===== config.mk =====
export PLATFORM = sky130hd
export DESIGN_NAME = bmp_24bit_stream_decoder
export DESIGN_NICKNAME = d
export VERILOG_FILES = /design/src/hw/rtl/bmpd_pkg.sv /design/src/hw/rtl/bmpd_queue.sv /design/src/hw/rtl/bmpd_front.sv /design/src/hw/rtl/bmpd_back.sv /design/src/hw/rtl/bmp_24bit_stream_decoder.sv
export SDC_FILE = /design/constraint.sdc
export NUM_CORES = 1
export LEC_CHECK = 0
export BUFFER_PORTS_ARGS = -buffer_cell sky130_fd_sc_hd__buf_2
export CAP_MARGIN = 0
export CORE_ASPECT_RATIO = 0.6
export CORE_MARGIN = 3
export CORE_UTILIZATION = 35
export DETAILED_ROUTE_END_ITERATION = 10
export PLACE_DENSITY_LB_ADDON = 0.15
export SLEW_MARGIN = 20
export SYNTH_ARGS = -nofsm -noshare
export SYNTH_HDL_FRONTEND = slang
export SYNTH_HIERARCHICAL = 1
export SYNTH_SLANG_ARGS = --single-unit

===== constraint.sdc =====
create_clock -name clk -period 8.4 [get_ports clk]
set_input_delay 1.26 -clock clk [delete_from_list [all_inputs] [get_ports clk]]
set_output_delay 1.26 -clock clk [all_outputs]
set_load 0.005 [all_outputs]

===== src/hw/rtl/bmpd_pkg.sv =====
// ----------------------------------------------------------------------------
// bmpd_pkg
// Shared types, header layout constants and width helpers for the BMP
// 24-bit stream decoder.
// ----------------------------------------------------------------------------
package bmpd_pkg;

  // Largest image side the decoder accepts, default.
  localparam int DEFAULT_MAX_DIM = 4096;

  // Depth of the command queue between parser and output stage.
  localparam int QUEUE_DEPTH = 4;

  // Header layout: 14-byte file header + 40-byte info header.
  localparam int HDR_BYTES      = 54;
  localparam int HDR_LAST       = HDR_BYTES - 1;
  localparam int HDR_POS_W      = 6;
  localparam int INFO_HDR_BYTES = 40;
  localparam int BPP_TRUECOLOR  = 24;
  localparam int COMP_NONE      = 0;

  // Byte offsets of the fields that are kept.
  localparam int OFS_FILE_SIZE   = 2;
  localparam int OFS_DATA_OFFSET = 10;
  localparam int OFS_INFO_SIZE   = 14;
  localparam int OFS_WIDTH       = 18;
  localparam int OFS_HEIGHT      = 22;
  localparam int OFS_BIT_COUNT   = 28;
  localparam int OFS_COMPRESSION = 30;
  localparam int OFS_IMAGE_SIZE  = 34;

  // Result kinds.
  localparam logic EV_PIXEL  = 1'b0;
  localparam logic EV_REJECT = 1'b1;

  // Width of a row or column coordinate, 0 .. max_dim-1.
  function automatic int coord_bits(input int max_dim);
    int b;
    begin
      b = $clog2(max_dim);
      return (b < 1) ? 1 : b;
    end
  endfunction

  // Width that holds an image side itself, 1 .. max_dim (at least 2 bits,
  // so the row padding count can be taken from it).
  function automatic int side_bits(input int max_dim);
    int b;
    begin
      b = $clog2(max_dim + 1);
      return (b < 2) ? 2 : b;
    end
  endfunction

  typedef struct packed {
    logic [7:0] data_byte;
    logic       file_start;
  } in_item_t;

  typedef struct packed {
    logic        event_res;
    logic [23:0] pixel_index;
    logic [23:0] pixel_color;
    logic        last_pixel;
  } out_item_t;

endpackage


===== src/hw/rtl/bmpd_queue.sv =====
// ----------------------------------------------------------------------------
// bmpd_queue
// Small register FIFO that decouples the byte parser from the output stage.
// ----------------------------------------------------------------------------
module bmpd_queue #(
  parameter int WIDTH = 8,
  parameter int DEPTH = 4
) (
  input  logic             clk,
  input  logic             rst,
  input  logic             push,
  input  logic [WIDTH-1:0] wr_data,
  output logic             full,
  input  logic             pop,
  output logic             not_empty,
  output logic [WIDTH-1:0] rd_data
);

  localparam int PTR_W = (DEPTH > 1) ? $clog2(DEPTH) : 1;
  localparam int CNT_W = $clog2(DEPTH + 1);

  logic [WIDTH-1:0] slots [DEPTH];
  logic [PTR_W-1:0] wr_ptr;
  logic [PTR_W-1:0] rd_ptr;
  logic [CNT_W-1:0] count;

  assign full      = (count == CNT_W'(DEPTH));
  assign not_empty = (count != '0);
  assign rd_data   = slots[rd_ptr];

  // pointer and fill count
  always_ff @(posedge clk) begin
    if (rst) begin
      wr_ptr <= '0;
      rd_ptr <= '0;
      count  <= '0;
    end else begin
      if (push) begin
        wr_ptr <= (wr_ptr == PTR_W'(DEPTH - 1)) ? '0 : wr_ptr + 1'b1;
      end
      if (pop) begin
        rd_ptr <= (rd_ptr == PTR_W'(DEPTH - 1)) ? '0 : rd_ptr + 1'b1;
      end
      if (push && !pop) begin
        count <= count + 1'b1;
      end else if (pop && !push) begin
        count <= count - 1'b1;
      end
    end
  end

  // entry storage
  always_ff @(posedge clk) begin
    if (push) begin
      slots[wr_ptr] <= wr_data;
    end
  end

  a_count_bound: assert property (@(posedge clk) disable iff (rst)
    (count <= CNT_W'(DEPTH)) && !(pop && !not_empty))
    else $error("queue count out of range or pop from empty queue");

endmodule


===== src/hw/rtl/bmpd_front.sv =====
// ----------------------------------------------------------------------------
// bmpd_front
// Byte parser: collects and checks the header, assembles pixels, tracks
// raster position and pushes one command per result into the queue.
// ----------------------------------------------------------------------------
module bmpd_front #(
  parameter int MAX_DIM = 4096,
  parameter int CMD_W   = 8
) (
  input  logic                clk,
  input  logic                rst,
  input  logic                byte_valid,
  input  bmpd_pkg::in_item_t  byte_data,
  input  logic                q_full,
  output logic                cmd_push,
  output logic [CMD_W-1:0]    cmd_data
);

  import bmpd_pkg::*;

  localparam int IDX_W = coord_bits(MAX_DIM);
  localparam int DIM_W = side_bits(MAX_DIM);

  typedef struct packed {
    logic              kind;
    logic              last;
    logic [IDX_W-1:0]  top_row;
    logic [IDX_W-1:0]  column;
    logic [DIM_W-1:0]  width;
    logic [23:0]       color;
  } cmd_t;

  typedef enum logic [3:0] {
    PH_IDLE   = 4'b0001,
    PH_HEADER = 4'b0010,
    PH_PIXELS = 4'b0100,
    PH_DONE   = 4'b1000
  } phase_t;

  phase_t               phase;
  phase_t               phase_next;
  logic [HDR_POS_W-1:0] header_position;

  logic [31:0] file_size;
  logic [31:0] data_offset;
  logic [31:0] info_size;
  logic [31:0] image_width;
  logic [31:0] image_height;
  logic [15:0] bit_count;
  logic [31:0] compression_kind;
  logic [31:0] image_size;

  logic [IDX_W-1:0] column;
  logic [IDX_W-1:0] top_row;
  logic [1:0]       byte_in_pixel;
  logic [15:0]      partial_color;
  logic [1:0]       pad_left;

  logic                 accept;
  logic [7:0]           b;
  phase_t               ph_cur;
  logic [HDR_POS_W-1:0] pos_cur;
  logic                 hdr_byte;
  logic                 hdr_end;
  logic                 hdr_ok;
  logic                 pix_byte;
  logic                 emit;
  logic [DIM_W-1:0]     width_r;
  logic                 col_last;
  logic                 is_last;
  cmd_t                 cmd;

  // restart on file_start, whatever the phase
  always_comb begin
    accept   = byte_valid && !q_full;
    b        = byte_data.data_byte;
    ph_cur   = byte_data.file_start ? PH_HEADER : phase;
    pos_cur  = byte_data.file_start ? '0 : header_position;
    hdr_byte = accept && (ph_cur == PH_HEADER);
    hdr_end  = hdr_byte && (pos_cur == HDR_POS_W'(HDR_LAST));
    pix_byte = accept && (ph_cur == PH_PIXELS);
    emit     = pix_byte && (pad_left == 2'd0) && (byte_in_pixel == 2'd2);
    width_r  = image_width[DIM_W-1:0];
    col_last = (DIM_W'(column) == width_r - 1'b1);
    is_last  = (top_row == '0) && col_last;
  end

  // header check, all fields are complete by the last header byte
  always_comb begin
    hdr_ok = (info_size == 32'(INFO_HDR_BYTES))
          && (data_offset == 32'(HDR_BYTES))
          && (compression_kind == 32'(COMP_NONE))
          && (bit_count == 16'(BPP_TRUECOLOR))
          && ((file_size - data_offset) == image_size)
          && (image_width != '0) && (image_width <= 32'(MAX_DIM))
          && (image_height != '0) && (image_height <= 32'(MAX_DIM));
  end

  // command toward the output stage
  always_comb begin
    cmd = '0;
    cmd_push = 1'b0;
    if (hdr_end && !hdr_ok) begin
      cmd_push = 1'b1;
      cmd.kind = EV_REJECT;
    end else if (emit) begin
      cmd_push    = 1'b1;
      cmd.kind    = EV_PIXEL;
      cmd.last    = is_last;
      cmd.top_row = top_row;
      cmd.column  = column;
      cmd.width   = width_r;
      cmd.color   = {b, partial_color};
    end
    cmd_data = cmd;
  end

  // phase sequencing
  always_comb begin
    phase_next = phase;
    if (accept) begin
      phase_next = ph_cur;
      if (hdr_end) begin
        phase_next = hdr_ok ? PH_PIXELS : PH_DONE;
      end else if (emit && is_last) begin
        phase_next = PH_DONE;
      end
    end
  end

  always_ff @(posedge clk) begin
    if (rst) begin
      phase           <= PH_IDLE;
      header_position <= '0;
    end else begin
      phase <= phase_next;
      if (hdr_byte) begin
        header_position <= pos_cur + 1'b1;
      end
    end
  end

  // header field capture, little-endian
  always_ff @(posedge clk) begin
    if (hdr_byte) begin
      if (pos_cur inside {[OFS_FILE_SIZE:OFS_FILE_SIZE+3]}) begin
        file_size[{2'(pos_cur - HDR_POS_W'(OFS_FILE_SIZE)), 3'b000} +: 8] <= b;
      end
      if (pos_cur inside {[OFS_DATA_OFFSET:OFS_DATA_OFFSET+3]}) begin
        data_offset[{2'(pos_cur - HDR_POS_W'(OFS_DATA_OFFSET)), 3'b000} +: 8] <= b;
      end
      if (pos_cur inside {[OFS_INFO_SIZE:OFS_INFO_SIZE+3]}) begin
        info_size[{2'(pos_cur - HDR_POS_W'(OFS_INFO_SIZE)), 3'b000} +: 8] <= b;
      end
      if (pos_cur inside {[OFS_WIDTH:OFS_WIDTH+3]}) begin
        image_width[{2'(pos_cur - HDR_POS_W'(OFS_WIDTH)), 3'b000} +: 8] <= b;
      end
      if (pos_cur inside {[OFS_HEIGHT:OFS_HEIGHT+3]}) begin
        image_height[{2'(pos_cur - HDR_POS_W'(OFS_HEIGHT)), 3'b000} +: 8] <= b;
      end
      if (pos_cur inside {[OFS_BIT_COUNT:OFS_BIT_COUNT+1]}) begin
        bit_count[{1'(pos_cur - HDR_POS_W'(OFS_BIT_COUNT)), 3'b000} +: 8] <= b;
      end
      if (pos_cur inside {[OFS_COMPRESSION:OFS_COMPRESSION+3]}) begin
        compression_kind[{2'(pos_cur - HDR_POS_W'(OFS_COMPRESSION)), 3'b000} +: 8] <= b;
      end
      if (pos_cur inside {[OFS_IMAGE_SIZE:OFS_IMAGE_SIZE+3]}) begin
        image_size[{2'(pos_cur - HDR_POS_W'(OFS_IMAGE_SIZE)), 3'b000} +: 8] <= b;
      end
    end
  end

  // pixel assembly and raster position; rows arrive bottom-up
  always_ff @(posedge clk) begin
    if (hdr_end && hdr_ok) begin
      column        <= '0;
      top_row       <= image_height[IDX_W-1:0] - 1'b1;
      byte_in_pixel <= 2'd0;
      pad_left      <= 2'd0;
    end else if (pix_byte) begin
      if (pad_left != 2'd0) begin
        pad_left <= pad_left - 1'b1;
      end else begin
        case (byte_in_pixel)
          2'd0: begin
            partial_color[7:0] <= b;
            byte_in_pixel      <= 2'd1;
          end
          2'd1: begin
            partial_color[15:8] <= b;
            byte_in_pixel       <= 2'd2;
          end
          2'd2: begin
            byte_in_pixel <= 2'd0;
            if (!is_last) begin
              if (col_last) begin
                column   <= '0;
                top_row  <= top_row - 1'b1;
                pad_left <= width_r[1:0];
              end else begin
                column <= column + 1'b1;
              end
            end
          end
          default: begin
            byte_in_pixel <= 2'd0;
          end
        endcase
      end
    end
  end

  a_no_overflow: assert property (@(posedge clk) disable iff (rst)
    cmd_push |-> !q_full)
    else $error("command pushed into a full queue");

  a_pixels_after_header: assert property (@(posedge clk) disable iff (rst)
    $rose(phase == PH_PIXELS) |-> ($past(header_position) == HDR_POS_W'(HDR_LAST)))
    else $error("pixel phase entered before the header was complete");

  a_width_in_range: assert property (@(posedge clk) disable iff (rst)
    (phase == PH_PIXELS) |-> ((image_width != '0) && (image_width <= 32'(MAX_DIM))))
    else $error("pixel phase with image width out of range");

endmodule


===== src/hw/rtl/bmpd_back.sv =====
// ----------------------------------------------------------------------------
// bmpd_back
// Output stage: turns a queued command into a result, computing the
// top-down raster index, and holds it in the output register.
// ----------------------------------------------------------------------------
module bmpd_back #(
  parameter int MAX_DIM = 4096,
  parameter int CMD_W   = 8
) (
  input  logic                clk,
  input  logic                rst,
  input  logic                q_not_empty,
  input  logic [CMD_W-1:0]    q_data,
  output logic                q_pop,
  output logic                result_valid,
  input  logic                result_stall,
  output bmpd_pkg::out_item_t result_data
);

  import bmpd_pkg::*;

  localparam int IDX_W  = coord_bits(MAX_DIM);
  localparam int DIM_W  = side_bits(MAX_DIM);
  localparam int PROD_W = IDX_W + DIM_W;

  typedef struct packed {
    logic              kind;
    logic              last;
    logic [IDX_W-1:0]  top_row;
    logic [IDX_W-1:0]  column;
    logic [DIM_W-1:0]  width;
    logic [23:0]       color;
  } cmd_t;

  cmd_t              cmd;
  logic [PROD_W-1:0] prod;
  logic [PROD_W-1:0] index_full;

  // index = top_row * width + column
  always_comb begin
    cmd        = cmd_t'(q_data);
    prod       = PROD_W'(cmd.top_row) * PROD_W'(cmd.width);
    index_full = prod + PROD_W'(cmd.column);
    q_pop      = q_not_empty && (!result_valid || !result_stall);
  end

  // output register
  always_ff @(posedge clk) begin
    if (rst) begin
      result_valid <= 1'b0;
    end else if (q_pop) begin
      result_valid <= 1'b1;
    end else if (!result_stall) begin
      result_valid <= 1'b0;
    end
  end

  always_ff @(posedge clk) begin
    if (q_pop) begin
      result_data.event_res   <= cmd.kind;
      result_data.pixel_index <= 24'(index_full);
      result_data.pixel_color <= cmd.color;
      result_data.last_pixel  <= cmd.last;
    end
  end

endmodule


===== src/hw/rtl/bmp_24bit_stream_decoder.sv =====
// ----------------------------------------------------------------------------
// bmp_24bit_stream_decoder
// Streaming decoder for uncompressed 24-bit BMP files, one byte per request.
// ----------------------------------------------------------------------------
// Takes one file byte per cycle; file_start marks byte 0 of a file and
// restarts the parser at any time. The 54-byte header is captured and checked
// on its last byte (info size 40, data offset 54, no compression, 24 bits per
// pixel, file size minus offset equal to image size, width and height in
// 1..MAX_DIM); a failing header gives one reject result and the rest of the
// file is dropped. Each later blue/green/red triple gives one pixel result
// with its top-down raster index, row padding is skipped and the final pixel
// is flagged. Between the byte that completes a result and the result itself,
// the parser pushes into a four-entry command queue and the output stage
// forms the index with one multiply-add into the output register. Bytes are
// taken every cycle as long as the queue has room, so stalls on the result
// side reach the byte side only once four results wait in the queue behind
// the one held in the output register.
module bmp_24bit_stream_decoder #(
  parameter int MAX_DIM = bmpd_pkg::DEFAULT_MAX_DIM
) (
  input  logic                clk,
  input  logic                rst,
  input  logic                byte_valid,
  output logic                byte_stall,
  input  bmpd_pkg::in_item_t  byte_data,
  output logic                result_valid,
  input  logic                result_stall,
  output bmpd_pkg::out_item_t result_data
);

  import bmpd_pkg::*;

  localparam int IDX_W = coord_bits(MAX_DIM);
  localparam int DIM_W = side_bits(MAX_DIM);
  localparam int CMD_W = 2 + 2 * IDX_W + DIM_W + 24;

  logic             q_full;
  logic             q_not_empty;
  logic             q_pop;
  logic             cmd_push;
  logic [CMD_W-1:0] cmd_data;
  logic [CMD_W-1:0] q_data;

  assign byte_stall = q_full;

  // parser
  bmpd_front #(
    .MAX_DIM (MAX_DIM),
    .CMD_W   (CMD_W)
  ) u_front (
    .clk        (clk),
    .rst        (rst),
    .byte_valid (byte_valid),
    .byte_data  (byte_data),
    .q_full     (q_full),
    .cmd_push   (cmd_push),
    .cmd_data   (cmd_data)
  );

  // command queue
  bmpd_queue #(
    .WIDTH (CMD_W),
    .DEPTH (QUEUE_DEPTH)
  ) u_queue (
    .clk       (clk),
    .rst       (rst),
    .push      (cmd_push),
    .wr_data   (cmd_data),
    .full      (q_full),
    .pop       (q_pop),
    .not_empty (q_not_empty),
    .rd_data   (q_data)
  );

  // output stage
  bmpd_back #(
    .MAX_DIM (MAX_DIM),
    .CMD_W   (CMD_W)
  ) u_back (
    .clk          (clk),
    .rst          (rst),
    .q_not_empty  (q_not_empty),
    .q_data       (q_data),
    .q_pop        (q_pop),
    .result_valid (result_valid),
    .result_stall (result_stall),
    .result_data  (result_data)
  );

endmodule

Yosys cells after proc, flatten, opt, wreduce, memory -nomap -nowiden
Memories as Yosys holds them, arrays and structs flattened. A register that Yosys moved wholly into a read port is not among the register bits. Index checks and enable logic that the tools add are counted.

Mux-type cells: 40. Equal/unequal tests: 17. Reduce and logical (&&, ||, !) cells: 64. Add/sub/neg operators: 28. Shift operators: 16. Multipliers: 1. Bitwise operators: 3. $lt $le $gt $ge: 18.

Operators by type and width (number): 32-bit bitwise mux (7); 8-bit by 7-bit variable shift with 32-bit output, first input constant (7); 8-bit by 7-bit indexed part select with 32-bit output (7); 62-bit 2-to-1 mux (2); 12-bit 2-to-1 mux (7); 32-bit by 6-bit == test with 1-bit output, second input constant (2); 32-bit by 13-bit less-or-equal comparator with 1-bit output, second input constant (2); 32-bit nonzero test (2); 5-bit negator with 7-bit output (7); 32-bit == test (1); 32-bit zero test (1); 32-bit subtractor (1); 1-bit logical AND (29); 24-bit by 12-bit adder with 24-bit output (1); 6-bit by 5-bit >= comparator with 1-bit output, second input constant (4); 6-bit by 5-bit less-or-equal comparator with 1-bit output, second input constant (4); 12-bit by 13-bit multiplier with 24-bit output (1); 12-bit by 1-bit subtractor with 12-bit output, second input constant (2); 2-bit AND reduction (9); 16-bit bitwise mux (1); 16-bit by 5-bit == test with 1-bit output, second input constant (1); 2-bit 2-to-1 mux (8); 4-bit 2-to-1 mux (4); 4-bit AND reduction (4); 39 further kinds (73).

Bits in registers: 352. RAM bits: 252. Output and inout bits: 52. Memories: 1. Input port bits: 13. Logic and storage cells: 212.

Memories: u_queue.slots (depth 4, width 63, read ports 1, clocked after Yosys merged registers in 1, write ports 1, RTL line bmpd_queue.sv:22) `logic [WIDTH-1:0] slots [DEPTH];`.

Depth between registers and ports, before layout
Gate-level depths: netlist of run 1.

Depth in word-level cells: 16. Gate-level depth with buffers: 22.

By module
Netlist of run 1, hierarchy kept.

By module, submodules not included: bmpd_front (area an instance 14979.4 µm², times used 1, seq. area each 8568.2 µm², cells an instance 1317); bmpd_queue (area an instance 9604.2 µm², times used 1, seq. area each 7747.4 µm², cells an instance 373); bmpd_back (area an instance 7125.6 µm², times used 1, seq. area each 1521.5 µm², cells an instance 716).

Worst setup path before layout of run 1
No wires, ideal clock.

Kind: input port to flip-flop. From: in result_stall. To: reg u_queue.count[2]. Library setup time: 0.070 ns. Arrival time: 6.515 ns. Cell stages on the path: 8. Buffers on the path: 0. Path slack: 1.815 ns. Cells stage by stage: a21boi_0 -> inv_1 -> ha_1 -> inv_1 -> fa_1 -> xor2_1 -> or3_1 -> a21oi_1.

Cells in the longest elaborated chain, start to end: 6. Elaborated cells on any way between the ends: 8. Those cells by class: mux (1); reduce/logical (7).

Ends and longest elaborated chain: start: declaration (RTL line bmp_24bit_stream_decoder.sv:27) `input logic result_stall,`; 1-bit zero test (*) (RTL line bmpd_back.sv:44) `q_pop = q_not_empty && (!result_valid || !result_stall);`; 1-bit logical OR (*) (RTL line bmpd_back.sv:44); 1-bit logical AND (*) (RTL line bmpd_back.sv:44); 1-bit zero test (RTL line bmpd_queue.sv:44) `if (push && !pop) begin`; 1-bit logical AND (RTL line bmpd_queue.sv:44); 3-bit 2-to-1 mux / 2-bit nonzero test (equally long branches); end signal: assignment (RTL line bmpd_queue.sv:45) `count <= count + 1'b1;`; end signal: assignment (RTL line bmpd_queue.sv:47) `count <= count - 1'b1;`; end: declaration (RTL line bmpd_queue.sv:25) `logic [CNT_W-1:0] count;`.

Mark *: on every way between the ends. The rest lies on a longest branch, timed or not. A chain may end at the register's enable or synchronous reset.

==> impl_results.md, run 1 <==
* Outcome: complete, no violations
* Initial core utilization at 35.7%
* CP endpoint kind: flip-flop
* I/O Pins at 65
* #FFs+latches synth at 606
* Clock transition at path regs at 0.06 ns
* CTS resizes at 0
* Die Y-Extent at 239 µm
* Largest family of logic cells by synthesized area: simple AND/OR/NAND/NOR gates
* Die area at 0.0944 mm²
* Avg Cell Area, Syn at 13.2 µm²
* Clock root cell: clkbuf_16
* Gr usage total at 18.8%
* Area leader, netlist: edfxtp_1
* Yosys top cell area share at 54.0%
* Post-synth EDFFs at 570
* DPL Wire Length at 66800 µm
* Sequential area share after synthesis at 56.3%
* Total of max-cap violations at 0
* H-tree levels at 2
* Routed len/inst at 23.8 µm
* Crit-path max FO at 31
* Syn. warnings at 6
* Largest net degree at the start of global routing at 60
* Area grow syn2layout at 11.5%
* DR vias at 19915
* Vias in the first global route at 19351
* Post-DRT Antenna Nets at 0
* Row Count at 84
* Mux cell area share after synthesis at 5.28%
* Synth Area in Adders at 12.3%
* CP Buf/Inv Count at 4
* First-pass GRT wire length at 131000 µm
* Fmax at 145 MHz
* Slew Viols, Final at 0
* CP Launch Type: flip-flop
* Top delay family on crit path: adder cells
* Tmin final at 6.92 ns
* Mapped Area at 0.0317 mm²
* Comb pwr share at 0.9%
* CTS tree: done
* Xor and xnor fraction of the mapped netlist area at 3.23%
* Critical-path top delay cell: dfxtp_4
* Die Wd at 395 µm
* Final #Nets at 2730
* Hold Slack at 0.494 ns
* Setup Skew at 0.0497 ns
* Total CTS buffers at 59
* 1st-iter DRT viols at 2052
* Worst path cell trace: mux4_2 -> and2_1 -> fa_1 -> inv_1 -> fa_1 -> inv_1 -> fa_1 -> fa_1 -> inv_1 -> fa_1 -> inv_1 -> ha_1 -> and3_2 -> a221oi_2 -> nor3_2 -> o221a_1 -> or4_1 -> o311a_1
* Initial antenna violation count at 6
* Routed wire length at 88800 µm
* Tcrit/Tclk final at 82.3%
* Int Pwr at 4810 µW
* Setup TNS at 0 ns
* Slew headroom at 13.8%
* GPL Wtd Cong at 0.924
* Clock Latency Late Sink at 0.66 ns
* Async set or reset register ratio after synthesis at 0%
* Synth Area in Simple Gates at 13.2%
* Maximum clock path buffer count at 3
* Compound-Gate Fraction of Synth Area at 5.47%
* Power per cell area at 171 mW/mm²
* Worst hold path type: flip-flop to flip-flop
* Synth Flop Type: edfxtp_1
* Worst Setup Path Type: flip-flop to flip-flop
* Avg Vias per Cell at 5.33
* Count of cell types in the netlist at 92
* Crit path top cell by count: fa_1
* Max incr delay on CP at 0.76 ns
* Switch share at 20.3%
* Hold_buf cts at 0
* Setup bufs post-CTS at 0
* Switch Pwr at 1230 µW
* Number of clock sinks at 606
* Leakage at 0.0121 µW
* Peak supply drop at 0.143 mV
* Top post-synthesis cells by area: edfxtp_1 (54%), fa_1 (7.7%), ha_1 (4.6%)
* Crit path DAT at 7.30 ns
* CP Data Required Time at 8.79 ns
* Share of cells above drive strength 1 at 11.3%
* Residual DRC at 0
* Register share of total power at 54.1%
* Worst slew pin tran at 1.26 ns
* Final Hold Viols at 0
* I/O Buffers at 64
* Fillcell total at 8387
* Total gr overflow at 0
* Final setup vio count at 0
* RSZ-0062 raised after global routing: no
* Synth Net Count at 2657
* Clock share of power at 44.9%
* Core box area at 0.0887 mm²
* First-pass DRT Iterations at 5
* Cells after Synth at 2406
## registers in the layout (all words and copies together), names as in the netlist, 3 cells and up, named ones only
| register | count |
|---|---|
| u_front/phase | 4 |
| u_front/partial_color | 16 |
| u_front/compression_kind | 32 |
| u_front/image_width | 32 |
| u_front/bit_count | 16 |
| u_front/image_size | 32 |
| u_front/file_size | 32 |
| u_back/result_data | 50 |
| u_front/image_height | 32 |
| u_front/data_offset | 32 |
| u_front/info_size | 32 |
| u_queue/slots | 252 |
| u_queue/count | 3 |
| u_front/top_row | 12 |
| u_front/header_position | 6 |
| u_front/column | 12 |
## power groups by stage
stage	logic (µW)	registers, µW	clock network [µW]
6_report	57.2	3270	2710
2_1_floorplan	23.1	3330	0
4_1_cts	56.0	3260	2790
3_5_place_dp	55.9	3330	0
3_3_place_gp	55.7	3330	0
5_1_grt	60.3	3260	2930
## placed cells by master (no fill, tap or decap), drive strengths merged, types with 21 or more instances in the layout
cell type / Yosys / final
nor2: 149 / 149
a21o: 21 / 21
a21oi: 69 / 69
nor3: 48 / 48
nand2: 165 / 165
edfxtp: 570 / 570
nor4: 81 / 81
nand3: 21 / 21
xnor2: 78 / 78
inv: 244 / 248
fa: 122 / 122
o21ai: 48 / 48
and2: 180 / 180
ha: 116 / 116
buf: 25 / 89
xor2: 39 / 39
dfxtp: 36 / 36
mux2i: 22 / 22
nand4: 42 / 42
clkbuf: 52 / 87
mux4: 63 / 63
## tightest hold or removal path, cell delays in order (launching register included)
cell,delay (ns)
dfxtp_1,0.33
nand2_1,0.06
o21bai_1,0.06
## kinds of logic after synthesis
family | Yosys count
flip-flops | 606
adder cells (fa/ha/maj) | 238
AO/OA/AOI/OAI | 251
AND/OR/NAND/NOR | 785
buffers and inverters | 322
XOR/XNOR | 117
multiplexers | 87
## cell type report
class	count	area (µm²)	area share [%]
tap	1204	1510	4.26
inverter	245	920	2.60
timing repair buffer	89	508	1.44
sequential	606	17800	50.5
clock buffer	87	1690	4.79
clock inverter	24	294	0.832
antenna	1	2.50	0.00708
multi-input combinational	1478	12600	35.6
## through the flow
stage / total power [µW] / instances / instance area, µm² / worst slack, ns / utilization [%]
after floorplan: 3350 / 2406 / 31700 / 1.81 / -
after global placement: 3390 / 3620 / 33300 / 1.53 / 37.5
after detailed placement: 3390 / 3622 / 33300 / 1.50 / 37.6
after CTS: 6110 / 3733 / 35300 / 1.49 / 39.8
after global routing: 6250 / 3733 / 35300 / 1.16 / 39.8
final: 6030 / 3734 / 35300 / 1.48 / 39.8
## per-layer routing
metal	GRT usage, %	share of wire [%]
met1	30.9	51
met2	23.1	37
met3	6.63	11
met4	3.03	1.0
met5	0	0
## path summary, 6_finish.rpt
kind	startpoint	to	slack, ns	cells past startpoint
worst max-delay path	flip-flop	u_back/result_data[44]	1.48	18
worst min-delay path	u_front/byte_in_pixel[0]	u_front/byte_in_pixel[0]	0.49	2
worst max register to register	flip-flop	u_back/result_data[44]	1.48	18
worst min register to register	u_front/byte_in_pixel[0]	u_front/byte_in_pixel[0]	0.49	2
## cells in the mapped netlist (all sizes together) (6+ instances only)
| cell | number |
|---|---|
| o21a | 12 |
| nand4b | 9 |
| or3 | 11 |
| nand2b | 13 |
| nor4 | 81 |
| and3 | 12 |
| nor2 | 149 |
| nand4 | 42 |
| fa | 122 |
| nand2 | 165 |
| and2 | 180 |
| mux4 | 63 |
| buf | 25 |
| clkbuf | 52 |
| a211oi | 13 |
| mux2i | 22 |
| nand3 | 21 |
| nor3 | 48 |
| inv | 244 |
| a31oi | 11 |
| o21bai | 10 |
| o21ai | 48 |
| a21oi | 69 |
| a21o | 21 |
| a21boi | 6 |
| o211ai | 9 |
| dfxtp | 36 |
| xnor2 | 78 |
| xor2 | 39 |
| nor3b | 7 |
| edfxtp | 570 |
| nor4b | 10 |
| nor2b | 13 |
| ha | 116 |
(Power assumes the default switching activity.)
==> run 2: changes to the inputs <==
- clock period: 8.4 -> 6.6 ns (I/O delays scaled with it)
==> impl_results.md, run 2 (synthesis gave the netlist of run 1 again) <==
* Met1 WL at 46000 µm
* First-pass DRT Iterations at 5
* Final Hold Viols at 0
* I/O Pins at 65
* Setup WS pre-CTS at 0.0778 ns
* Die area at 0.0944 mm²
* Clock transition at path regs at 0.07 ns
* Clock share of power at 45.5%
* Initial antenna violation count at 9
* Power per cell area at 216 mW/mm²
* Top flop regs: u_queue/slots: 252 flops, u_back/result_data: 50 flops
* Routed wire length at 90100 µm
* Switch Pwr at 1590 µW
* Switch share at 20.4%
* H-tree levels at 2
* Tcrit/Tclk final at 97.6%
* RR Endpoint: u_back/result_data[44]
* CP endpoint kind: flip-flop
* First-pass GRT wire length at 133000 µm
* Hold_buf cts at 0
* Slew Viols, Final at 0
* Outcome: complete, no violations
* DR WL met3 at 9900 µm
* Residual DRC at 0
* Commonest non-fill, non-tap cells in the layout: edfxtp_1 (570), inv_1 (244), and2_1 (176), nand2_1 (165), nor2_1 (147)
* Total gr overflow at 0
* Gr usage total at 19.0%
* Top layer in use: met5
* Row Count at 84
* Worst hold path type: flip-flop to flip-flop
* GPL Wtd Cong at 0.907
* Most flops, register: u_queue/slots
* Final #Nets at 2782
* Int Pwr at 6180 µW
* Routed len/inst at 23.8 µm
* Non-Filler Instances at 3786
* Slew headroom at 17.7%
* Setup slack, reg-to-reg at 0.16 ns
* Met2 wire length at 33100 µm
* Most common cell after layout, fill and taps aside: edfxtp_1
* Worst Setup Path Type: flip-flop to flip-flop
* Final setup vio count at 0
* Number of clock sinks at 606
* Clock Latency Late Sink at 0.66 ns
* Maximum clock path buffer count at 3
* Max reg flops at 252
* CTS tree: done
* Crit path DAT at 6.84 ns
* CP Launch Type: flip-flop
* Crit path to: u_back/result_data[44]
* Initial core utilization at 35.7%
* Register share of total power at 53.5%
* Pwr Total at 7760 µW
* Post-DRT Antenna Nets at 0
* Comb pwr share at 1.0%
* CP Data Required Time at 7.00 ns
* Tmin final at 6.44 ns
* Share of cells above drive strength 1 at 13.2%
* Placed cells at 3664
* Total CTS buffers at 59
* Clock root cell: clkbuf_16
* Peak supply drop at 0.218 mV
* Core box area at 0.0887 mm²
* Fmax at 155 MHz
* Leakage at 0.0123 µW
* DPL Wire Length at 68400 µm
* Die Wd at 395 µm
* Fillcell total at 8303
* Largest net degree at the start of global routing at 53
* Setup Skew at 0.0594 ns
* Crit-path max FO at 10
* I/O Buffers at 64
* Avg Vias per Cell at 5.33
* Area grow syn2layout at 13.2%
* Worst slew pin tran at 1.23 ns
* Vias in the first global route at 19818
* Setup TNS at 0 ns
* Die Y-Extent at 239 µm
* DR vias at 20163
* R2R cell count at 20
* 1st-iter DRT viols at 2111
* Total of max-cap violations at 0
* Setup ws final at 0.159 ns
[run 2: cell types whose count changed in the layout (fill, tap and decap cells not counted), moves of 4 or more]
| cell | delta |
|---|---|
| clkinv_1 | +6 |
| clkinvlp_4 | +4 |
| buf_12 | +11 |
| clkbuf_1 | -9 |
| buf_4 | +41 |
| bufinv_16 | +5 |
| clkbuf_8 | -11 |
| clkinv_2 | +4 |
[run 2: critical path, stage by stage, from the launching register on]
cell	delay [ns]
dfxtp_4	0.45
buf_4	0.20
mux4_2	0.57
buf_12	0.18
and2_1	0.15
fa_1	0.47
inv_1	0.06
fa_1	0.48
inv_1	0.06
fa_1	0.52
fa_1	0.55
inv_1	0.06
fa_1	0.54
inv_1	0.04
ha_1	0.35
nand4_1	0.18
o21bai_1	0.12
or3_4	0.38
o221a_1	0.27
or4_1	0.41
o311a_1	0.13
[run 2: how the worst min path moves through the flow]
| stage | from | cells after the start | slack (ns) | end |
|---|---|---|---|---|
| floorplan | u_front/byte_in_pixel[0] | 2 | 0.44 | u_front/byte_in_pixel[0] |
| global placement | u_front/byte_in_pixel[0] | 2 | 0.45 | u_front/byte_in_pixel[0] |
| finish | u_front/byte_in_pixel[0] | 2 | 0.49 | u_front/byte_in_pixel[0] |
| CTS | u_front/byte_in_pixel[0] | 2 | 0.49 | u_front/byte_in_pixel[0] |
| detailed placement | u_front/phase[0] | 1 | 0.48 | u_front/phase[0] |
| global route | u_front/byte_in_pixel[0] | 2 | 0.50 | u_front/byte_in_pixel[0] |
[run 2: final cells by class]
cell class	instances	area, µm²	share of cell area (%)
flip-flops and latches	606	17800	49.7
multi-input cells	1478	12600	35.0
clock buffers	67	1510	4.20
well taps	1204	1510	4.20
repair buffers	141	1040	2.89
inverters	245	920	2.56
clock inverters	44	524	1.46
diodes	1	2.50	0.00697
[run 2: what timing repair did]
item,in CTS,in global routing
setup endpoints to repair,0,7
resized for setup,0,6
buffers inserted,0,10
[run 2: metrics by stage]
| step | util, % | hold WS (ns) | area [µm²] |
|---|---|---|---|
| CTS | 40.3 | 0.494 | 35800 |
| floorplan | - | 0.445 | 31700 |
| detailed placement | 38.1 | 0.481 | 33800 |
| global route | 40.5 | 0.499 | 35900 |
| global placement | 38.0 | 0.454 | 33700 |
| finish | 40.5 | 0.490 | 35900 |
[run 2: power groups by stage]
stage,clock network [µW],logic (µW),registers (µW)
5_1_grt,3800,77.9,4150
4_1_cts,3630,72.5,4150
6_report,3530,74.2,4150
3_3_place_gp,0,71.7,4240
3_5_place_dp,0,71.9,4240
2_1_floorplan,0,29.4,4240
[run 2: per-layer routing]
layer / GRT usage [%] / up-vias
li1: - / 8949
met1: 31.4 / 10323
met2: 23.5 / 809
met3: 6.36 / 80
met4: 2.99 / 2
met5: 0 / -
